==> src/pbti_pkg.sv <==
// Shared constants and types for the pump bank timeout interlock block.
package pbti_pkg;

  // Field widths fixed by the stream words
  localparam int MODE_W        = 2;
  localparam int ID_W          = 3;
  localparam int MASK_OUT_W    = 6;
  localparam int RUNTIME_OUT_W = 32;
  localparam int TIMEOUT_W     = 16;
  localparam int ON_CNT_W      = 16;

  // Stream word layouts
  localparam int IN_DATA_W  = 8;
  localparam int IN_USER_W  = MODE_W;
  localparam int OUT_DATA_W = 48;

  // Word kinds carried on in_tuser; any other code is a query
  localparam logic [MODE_W-1:0] MODE_TICK  = 2'd0;
  localparam logic [MODE_W-1:0] MODE_SET   = 2'd1;
  localparam logic [MODE_W-1:0] MODE_QUERY = 2'd2;

  // Interlocked pump pair
  localparam int INTERLOCK_A = 3;
  localparam int INTERLOCK_B = 4;

  localparam logic [TIMEOUT_W-1:0] TIMEOUT_RESET = 16'd1800;
  localparam logic [ON_CNT_W-1:0]  ON_SAT        = 16'hFFFF;

  // Per-pump command for one word
  typedef struct packed {
    logic tick;
    logic switch_on;
    logic switch_off;
  } pump_cmd_t;

endpackage

==> src/pbti_pump.sv <==
// One pump lane: on bit, wrapping runtime and saturating on-time watchdog.
module pbti_pump #(
  parameter int RUNTIME_WIDTH = 32
) (
  input  logic                             clk,
  input  logic                             rst_n,
  input  pbti_pkg::pump_cmd_t              cmd,
  input  logic [pbti_pkg::TIMEOUT_W-1:0]   timeout,
  output logic                             on_nxt,
  output logic [RUNTIME_WIDTH-1:0]         run_nxt,
  output logic                             timed_out
);
  import pbti_pkg::*;

  logic                     on_r;
  logic [RUNTIME_WIDTH-1:0] run_r;
  logic [ON_CNT_W-1:0]      cnt_r;
  logic [ON_CNT_W-1:0]      cnt_nxt;
  logic [ON_CNT_W-1:0]      cnt_inc;

  // Count a tick, trip the watchdog, then apply a switch command
  always_comb begin
    on_nxt    = on_r;
    run_nxt   = run_r;
    cnt_nxt   = cnt_r;
    timed_out = 1'b0;
    cnt_inc   = (cnt_r == ON_SAT) ? cnt_r : cnt_r + ON_CNT_W'(1);
    if (cmd.tick && on_r) begin
      run_nxt = run_r + RUNTIME_WIDTH'(1);
      cnt_nxt = cnt_inc;
      if (cnt_inc > timeout) begin
        on_nxt    = 1'b0;
        timed_out = 1'b1;
      end
    end
    if (cmd.switch_on) begin
      on_nxt  = 1'b1;
      cnt_nxt = '0;
    end else if (cmd.switch_off) begin
      on_nxt = 1'b0;
    end
  end

  // Hold lane state
  always_ff @(posedge clk) begin
    if (!rst_n) begin
      on_r  <= 1'b0;
      run_r <= '0;
      cnt_r <= '0;
    end else begin
      on_r  <= on_nxt;
      run_r <= run_nxt;
      cnt_r <= cnt_nxt;
    end
  end

endmodule

==> src/pump_bank_timeout_interlock_core.sv <==
// Top level of the pump bank with per-pump run watchdog and 3/4 interlock.
//
// Input channel (in_*): one word per tick, set or query. in_tuser carries the
// word kind; in_tdata carries the pump id and the on/off request.
// Result channel (out_*): exactly one result word per input word, in order:
// the drive bits of all pumps, the pumps tripped by the watchdog on a tick,
// and the on bit and total runtime of the addressed pump, or a bad id flag.
// Configuration: cfg_wr_en writes the watchdog timeout in ticks; write it only
// while no word is in flight.
// Path: an accepted word is held in an input register, all pump lanes are
// updated in parallel when it moves on, and the result is registered before it
// is presented on the result channel.
// Throughput: one word per cycle while out_tready stays high, limited only by
// the single input register and the single result register.
// Reset: all pumps off, runtimes and on-time counts zero, timeout 1800 ticks,
// both stages empty.
// Stall: while out_tready is low the result holds; one more word is taken
// into the input register, then in_tready drops until the result is taken.
module pump_bank_timeout_interlock_core #(
  parameter int PUMP_COUNT    = 6,
  parameter int RUNTIME_WIDTH = 32
) (
  input  logic                               clk,
  input  logic                               rst_n,
  input  logic                               cfg_wr_en,
  input  logic [pbti_pkg::TIMEOUT_W-1:0]     cfg_wr_data,
  input  logic                               in_tvalid,
  output logic                               in_tready,
  // [2:0] pump_id, [3] turn_on, [7:4] zero
  input  logic [pbti_pkg::IN_DATA_W-1:0]     in_tdata,
  // [1:0] mode
  input  logic [pbti_pkg::IN_USER_W-1:0]     in_tuser,
  output logic                               out_tvalid,
  input  logic                               out_tready,
  // [5:0] pump_outputs, [11:6] timed_out_mask, [12] selected_on,
  // [44:13] selected_runtime, [45] bad_id, [47:46] zero
  output logic [pbti_pkg::OUT_DATA_W-1:0]    out_tdata
);
  import pbti_pkg::*;

  localparam int IDX_W = $clog2(PUMP_COUNT);

  logic [TIMEOUT_W-1:0]     timeout_r;

  logic                     s1_valid_r;
  logic [MODE_W-1:0]        s1_mode_r;
  logic [ID_W-1:0]          s1_id_r;
  logic                     s1_turn_on_r;

  logic                     out_valid_r;
  logic [OUT_DATA_W-1:0]    out_data_r;
  logic [OUT_DATA_W-1:0]    out_data_nxt;

  logic                     in_fire;
  logic                     s1_fire;
  logic                     out_advance;
  logic                     id_valid;
  logic [IDX_W-1:0]         idx;
  logic                     do_tick;
  logic                     do_set;

  pump_cmd_t                cmd       [PUMP_COUNT];
  logic [RUNTIME_WIDTH-1:0] run_nxt   [PUMP_COUNT];
  logic [PUMP_COUNT-1:0]    on_nxt;
  logic [PUMP_COUNT-1:0]    timed_out;

  logic [MASK_OUT_W-1:0]    pump_bits;
  logic [MASK_OUT_W-1:0]    trip_bits;
  logic                     sel_on;
  logic [RUNTIME_WIDTH-1:0] sel_run;
  logic [RUNTIME_OUT_W-1:0] sel_run_out;

  // Handshake: input register moves when the result register is free
  assign out_advance = !out_valid_r || out_tready;
  assign s1_fire     = s1_valid_r && out_advance;
  assign in_tready   = !s1_valid_r || out_advance;
  assign in_fire     = in_tvalid && in_tready;

  // Hold the watchdog timeout
  always_ff @(posedge clk) begin
    if (!rst_n) begin
      timeout_r <= TIMEOUT_RESET;
    end else if (cfg_wr_en) begin
      timeout_r <= cfg_wr_data;
    end
  end

  // Capture the input word
  always_ff @(posedge clk) begin
    if (!rst_n) begin
      s1_valid_r <= 1'b0;
    end else if (in_fire) begin
      s1_valid_r <= 1'b1;
    end else if (s1_fire) begin
      s1_valid_r <= 1'b0;
    end
  end

  always_ff @(posedge clk) begin
    if (in_fire) begin
      s1_mode_r    <= in_tuser[MODE_W-1:0];
      s1_id_r      <= in_tdata[ID_W-1:0];
      s1_turn_on_r <= in_tdata[ID_W];
    end
  end

  // Decode the word into per-pump commands
  assign id_valid = 32'(s1_id_r) < PUMP_COUNT;
  assign idx      = IDX_W'(s1_id_r);
  assign do_tick  = s1_fire && (s1_mode_r == MODE_TICK);
  assign do_set   = s1_fire && (s1_mode_r == MODE_SET) && id_valid;

  for (genvar i = 0; i < PUMP_COUNT; i++) begin : g_pump
    localparam int PARTNER = (i == INTERLOCK_A) ? INTERLOCK_B :
                             (i == INTERLOCK_B) ? INTERLOCK_A : i;
    localparam bit HAS_PARTNER = (i == INTERLOCK_A) || (i == INTERLOCK_B);

    logic hit;
    logic partner_hit;

    assign hit         = (idx == IDX_W'(i));
    assign partner_hit = HAS_PARTNER && (idx == IDX_W'(PARTNER));

    always_comb begin
      cmd[i].tick       = do_tick;
      cmd[i].switch_on  = do_set && s1_turn_on_r && hit;
      cmd[i].switch_off = do_set && ((!s1_turn_on_r && hit) ||
                                     (s1_turn_on_r && partner_hit));
    end

    pbti_pump #(
      .RUNTIME_WIDTH (RUNTIME_WIDTH)
    ) u_pump (
      .clk       (clk),
      .rst_n     (rst_n),
      .cmd       (cmd[i]),
      .timeout   (timeout_r),
      .on_nxt    (on_nxt[i]),
      .run_nxt   (run_nxt[i]),
      .timed_out (timed_out[i])
    );
  end

  // Fit the bank masks to the result fields
  for (genvar j = 0; j < MASK_OUT_W; j++) begin : g_mask
    if (j < PUMP_COUNT) begin : g_bit
      assign pump_bits[j] = on_nxt[j];
      assign trip_bits[j] = timed_out[j];
    end else begin : g_pad
      assign pump_bits[j] = 1'b0;
      assign trip_bits[j] = 1'b0;
    end
  end

  // Select the addressed pump
  assign sel_on  = id_valid ? on_nxt[idx] : 1'b0;
  assign sel_run = id_valid ? run_nxt[idx] : '0;

  if (RUNTIME_WIDTH >= RUNTIME_OUT_W) begin : g_run_trunc
    assign sel_run_out = sel_run[RUNTIME_OUT_W-1:0];
  end else begin : g_run_ext
    assign sel_run_out = {{(RUNTIME_OUT_W-RUNTIME_WIDTH){1'b0}}, sel_run};
  end

  assign out_data_nxt = {2'b00, !id_valid, sel_run_out, sel_on, trip_bits, pump_bits};

  // Hold the result word until taken
  always_ff @(posedge clk) begin
    if (!rst_n) begin
      out_valid_r <= 1'b0;
    end else if (s1_fire) begin
      out_valid_r <= 1'b1;
    end else if (out_tready) begin
      out_valid_r <= 1'b0;
    end
  end

  always_ff @(posedge clk) begin
    if (s1_fire) begin
      out_data_r <= out_data_nxt;
    end
  end

  assign out_tvalid = out_valid_r;
  assign out_tdata  = out_data_r;

  // Interlocked pumps never run together
  a_interlock: assert property (@(posedge clk) disable iff (!rst_n)
    !(on_nxt[INTERLOCK_A] && on_nxt[INTERLOCK_B]))
    else $error("interlocked pumps both on");

  // A tripped pump is reported off in the same word
  a_trip_off: assert property (@(posedge clk) disable iff (!rst_n)
    out_valid_r |-> ((out_data_r[11:6] & out_data_r[5:0]) == '0))
    else $error("tripped pump still driven");

  // Only a tick can trip the watchdog
  a_trip_tick: assert property (@(posedge clk) disable iff (!rst_n)
    (timed_out != '0) |-> (s1_fire && (s1_mode_r == MODE_TICK)))
    else $error("watchdog trip outside a tick");

  // A bad id reports an empty selection
  a_bad_id: assert property (@(posedge clk) disable iff (!rst_n)
    (out_valid_r && out_data_r[45]) |-> (out_data_r[44:12] == '0))
    else $error("bad id with nonzero selection");

  // Every accepted word yields a result the next cycle it can move
  a_s1_drain: assert property (@(posedge clk) disable iff (!rst_n)
    s1_fire |=> out_valid_r)
    else $error("result word lost");

endmodule
==> config.mk <==
export PLATFORM = sky130hd
export DESIGN_NAME = pump_bank_timeout_interlock_core
export DESIGN_NICKNAME = d
export VERILOG_FILES = /design/src/pbti_pkg.sv /design/src/pbti_pump.sv /design/src/pump_bank_timeout_interlock_core.sv
export SDC_FILE = /design/constraint.sdc
export NUM_CORES = 1
export LEC_CHECK = 0
export CAP_MARGIN = 5
export CORE_MARGIN = 3
export CORE_UTILIZATION = 65
export DETAILED_ROUTE_END_ITERATION = 7
export DONT_BUFFER_PORTS = 1
export PLACE_DENSITY = 0.78
export SLEW_MARGIN = 25
export SYNTH_ARGS = -nofsm -noshare
export SYNTH_HDL_FRONTEND = slang
export SYNTH_SLANG_ARGS = --single-unit
export TNS_END_PERCENT = 50
==> constraint.sdc <==
create_clock -name clk -period 4.9 [get_ports clk]
set_clock_uncertainty 0.1 [all_clocks]
set_input_delay 0.735 -clock clk [delete_from_list [all_inputs] [get_ports clk]]
set_output_delay 0.735 -clock clk [all_outputs]
set_load 0.1 [all_outputs]
==> reports/results.md <==
| Step | Parameter | Value |
|---|---|---|
| worst setup path | Slowest stage delay, CP | 600 ps |
| sta | Final Slew Violations | 0 |
| placed design | Half-perimeter wire length after placement | 41660 µm |
| grt | First-pass GRT wire length | 90710 µm |
| finish | Fraction of final layout cells sized beyond drive strength 1 | 6.372% |
| cts | Worst skew pair latency | 560 ps |
| run status | Status | complete, no violations |
| synth | Number of flops mapped to enable cells by yosys | 52 |
| cts | Count of clock tree sinks | 364 |
| flow run | Reported max-cap violation count | 0 |
| cts | Clock tree from TritonCTS | built |
| sta | Worst hold-check slack | 173.3 ps |
| drt | Via count | 18000 |
| die | Io pins | 81 |
| worst setup path | Worst path buffer plus inverter count | 0 |
| worst setup path | Capturing point of the worst reg2reg path | g_pump[4].u_pump.on_r |
| worst setup path | Critical R2R Launch | g_pump[4].u_pump.cnt_r[0] |
| die | Chip Width | 185.8 µm |
| cts | # Post-CTS Setup Buffers | 0 |
| sta | Post-Route Setup TNS | 0 ps |
| sta | Unrepaired setup endpoints after global routing | false |
| sta | Share of the cycle needed by the critical path after routing | 91.02% |
| cts | Clk Tree Root Cell | clkbuf_16 |
| die | Die ar. | 34520 µm² |
| synth | Asr flop ratio synth | 0% |
| drt | Drt initial violations | 1911 |
| drt | DRC viols | 0 |
| die | Die H | 185.8 µm |
| worst setup path | Crit path cell chain | ha_1 > nand3_1 > or4_4 > or4_4 > nand3_1 > o21a_1 > ha_1 > a21o_1 > a221oi_1 > o21ai_0 > a2111oi_2 > o21ai_0 > a22oi_1 > and2_1 |
| die | Core box area | 31720 µm² |
| synth | Top FF cell, synth | dfxtp_1 |
| grt | Pin count of the biggest net entering global routing | 223 |
| power | Ratio of total power to cell area | 291.8 nW/µm² |
| die | Site Rows | 65 |
| power | Static Leakage | 8.251 nW |
| grt | Antenna violations before repair | 6 |
| worst setup path | Instance count on the critical path | 14 |
| worst setup path | Dominant delay contributor by cell family on the critical path | compound AO/OA/AOI/OAI gates |
| sta | Setup violations, final | 0 |
| drt | Residual antenna-violating net count after detailed routing | 0 |
| drt | Average detailed-routed wire length per instance | 20.72 µm |
| grt | Overall fraction of global-route tracks in use | 33.16% |
| worst setup path | Crit path DAT | 4860 ps |
| worst setup path | Endpoint of the worst setup timing path | g_pump[4].u_pump.on_r |
| sta | Slew of the pin with the lowest slew margin | 1025 ps |
| die | Effective utilization at floorplan | 66.25% |
| synth | Post-synthesis sequential area ratio | 37.16% |
| finish | Number of nets in the layout | 2507 |
| worst setup path | Category of the critical setup timing path | flop to flop |
| worst setup path | R2R cell count | 14 |
| sta | Post-layout min period | 4460 ps |
| synth | Post-Synthesis Cells | 2397 |
| drt | Routed wire length | 58140 µm |
| worst setup path | Critical Path Start | g_pump[4].u_pump.cnt_r[0] |
| hold path | Worst hold path class | input port to flop |
| power | Max IR drop VDD | 0.0002808 V |
| synth | Total number of yosys warnings | 0 |
| synth | Synthesized cell area | 21010 µm² |
| worst setup path | Required time at the worst-slack endpoint | 5300 ps |
| synth | Avg Cell Area, Syn | 8.766 µm² |
| sta | Max-Slew Margin vs Limit | 31.12% |
| synth | Flop and latch count out of synthesis | 364 |
| drt | Number of iterations in the first detailed-routing pass | 6 |
| sta | Number of hold-slack violations in the final timing report | 0 |
| worst setup path | Slowest-stage cell, CP | or4_4 |
| cts | Total clock buffers created by CTS | 41 |
| worst setup path | Critical Path Source Type | flop |
| synth | Distinct cell type count of the synthesized netlist | 81 |
| drt | Via density per instance | 6.414 |
| cts | Post-cts hold buffer count | 0 |
| placed design | Placer congestion estimate | 0.9708 |
| cts | H-Tree Depth | 2 |
| grt | Via count of the first global-routing pass | 16750 |
| grt | Total overflow reported by the global router | 0 |
| worst setup path | CP max FO | 8 |
| placed design | Count of buffers from port buffering | 0 |
| worst setup path | Element type at the critical path end | flop |
| worst setup path | Flop-to-flop setup slack | 440 ps |
| finish | Synthesis-to-finish area growth | 8.092% |
| cts | Reg clk slew, reported paths | 60 ps |
| sta | Fmax | 0.2242 GHz |
| cts | Clock Tree Buf Depth | 3 |
worst min path at each step:
stage,startpoint,to,slack [ps],depth (start not counted)
after global placement,g_pump[2].u_pump.cnt_r[10],g_pump[2].u_pump.cnt_r[10],340,2
final,in_tdata[2],idx[2],170,0
after floorplan,g_pump[2].u_pump.cnt_r[10],g_pump[2].u_pump.cnt_r[10],340,2
after global routing,in_tdata[3],s1_turn_on_r,150,0
after CTS,in_tdata[0],idx[0],160,0
after detailed placement,g_pump[2].u_pump.cnt_r[10],g_pump[2].u_pump.cnt_r[10],350,2
cell families (layout without fill, tap and decap cells):
logic type	count (synthesis)	count (layout)	share of synthesized area, %
AOI/OAI and AO/OA	283	283	8.729
and+or+nand+nor	1132	1132	29.19
DFF	364	364	37.16
other	1	5	0.01785
buffers and inverters	156	159	3.102
muxes	53	53	2.864
adders and majority gates	108	108	6.431
xor gates and xnor gates	300	300	12.50
final cells by class:
cell class              count  area, µm²
inverters                  55      206.4
repair buffers             28      210.2
clock buffers              55       1141
flip-flops and latches    364       7807
fillers                  2466       9005
well taps                 402      503.0
multi-input cells        1878      12590
diodes                      3      7.507
clock inverters            21      244.0
through the flow:
stage	cell area, µm²	util (%)	worst slack, ps	instances	total power (W)
after floorplan	21020	-	834.2	2398	0.003461
after global placement	21300	67.17	374.6	2727	0.003523
after detailed placement	21310	67.18	263.0	2727	0.003533
after CTS	22690	71.55	230.7	2803	0.006650
after global routing	22710	71.60	175.3	2805	0.006813
final	22710	71.61	439.9	2806	0.006628
routing by layer:
metal,vias to the layer above,part of all wire (%),global-route usage (%)
met5,-,0.088,0
met4,6,2.9,10.49
met3,126,10,7.680
met2,837,43,50.35
met1,8619,44,47.02
li1,8409,-,-
flip-flops by register name, summed over array words and instances, names as in the netlist:
| signal | cells |
|---|---|
| g_pump.u_pump.run_r | 192 |
| g_pump.u_pump.cnt_r | 96 |
| out_tdata | 46 |
| timeout_r | 16 |
| g_pump.u_pump.on_r | 6 |
| idx | 3 |
| s1_mode_r | 2 |
| out_tvalid | 1 |
| s1_turn_on_r | 1 |
| s1_valid_r | 1 |
timing repair:
item,CTS,global route
setup endpoints to repair,0,3
hold endpoints to repair,0,0
gates resized for setup,0,2
cell usage after synthesis, types with 11 or more instances:
| master | count | area share, % |
|---|---|---|
| dfxtp_1 | 312 | 30 |
| nand2_1 | 237 | 4.2 |
| nor2_1 | 182 | 3.3 |
| nor2b_1 | 168 | 5.0 |
| xnor2_1 | 156 | 6.5 |
| xor2_1 | 144 | 6.0 |
| nand3_1 | 130 | 3.1 |
| ha_1 | 108 | 6.4 |
| nand4_1 | 108 | 3.2 |
| a21oi_1 | 87 | 2.1 |
| and2_1 | 76 | 2.3 |
| clkbuf_1 | 66 | 1.2 |
| nor3_1 | 56 | 1.3 |
| inv_1 | 54 | 0.96 |
| and3_1 | 53 | 1.6 |
| edfxtp_1 | 52 | 7.4 |
| mux2i_1 | 35 | 1.7 |
| o21ai_0 | 35 | 0.83 |
| o211ai_1 | 32 | 1.1 |
| o22ai_1 | 29 | 0.86 |
| and4_1 | 24 | 1.0 |
| buf_2 | 23 | 0.55 |
| nor4_1 | 19 | 0.57 |
| or3_1 | 16 | 0.48 |
| o21a_1 | 14 | 0.50 |
| mux2_2 | 13 | 0.70 |
| a211o_1 | 11 | 0.46 |
| or4_1 | 11 | 0.39 |
layout by cell type, fill, tap and decap left out, drive strengths merged, types with 35 or more instances in the layout:
master and n:
edfxtp 52, dfxtp 312, nor3 60, a21oi 88, o21ai 42, ha 108
clkbuf 55, and3 53, nor2 182, nor2b 168, xnor2 156, mux2i 35
nand2 239, and2 79, nand4 111, xor2 144, nand3 130, inv 55
report_power, final:
part / total, W / internal (W) / leakage (nW) / switching, W
clock network: 0.00315 / 0.00186 / 0.660 / 0.00129
logic: 0.000270 / 0.0000844 / 4.59 / 0.000185
registers: 0.00321 / 0.00306 / 3.01 / 0.000148
total: 0.00663 / 0.00501 / 8.25 / 0.00162
worst register-to-register path, stage by stage (launching register included):
cell	delay (ps)
dfxtp_1	470
ha_1	250
nand3_1	230
or4_4	530
or4_4	600
nand3_1	120
o21a_1	130
ha_1	250
a21o_1	180
a221oi_1	290
o21ai_0	160
a2111oi_2	520
o21ai_0	180
a22oi_1	230
and2_1	150
No activity file was read; power rests on OpenSTA's default activity.
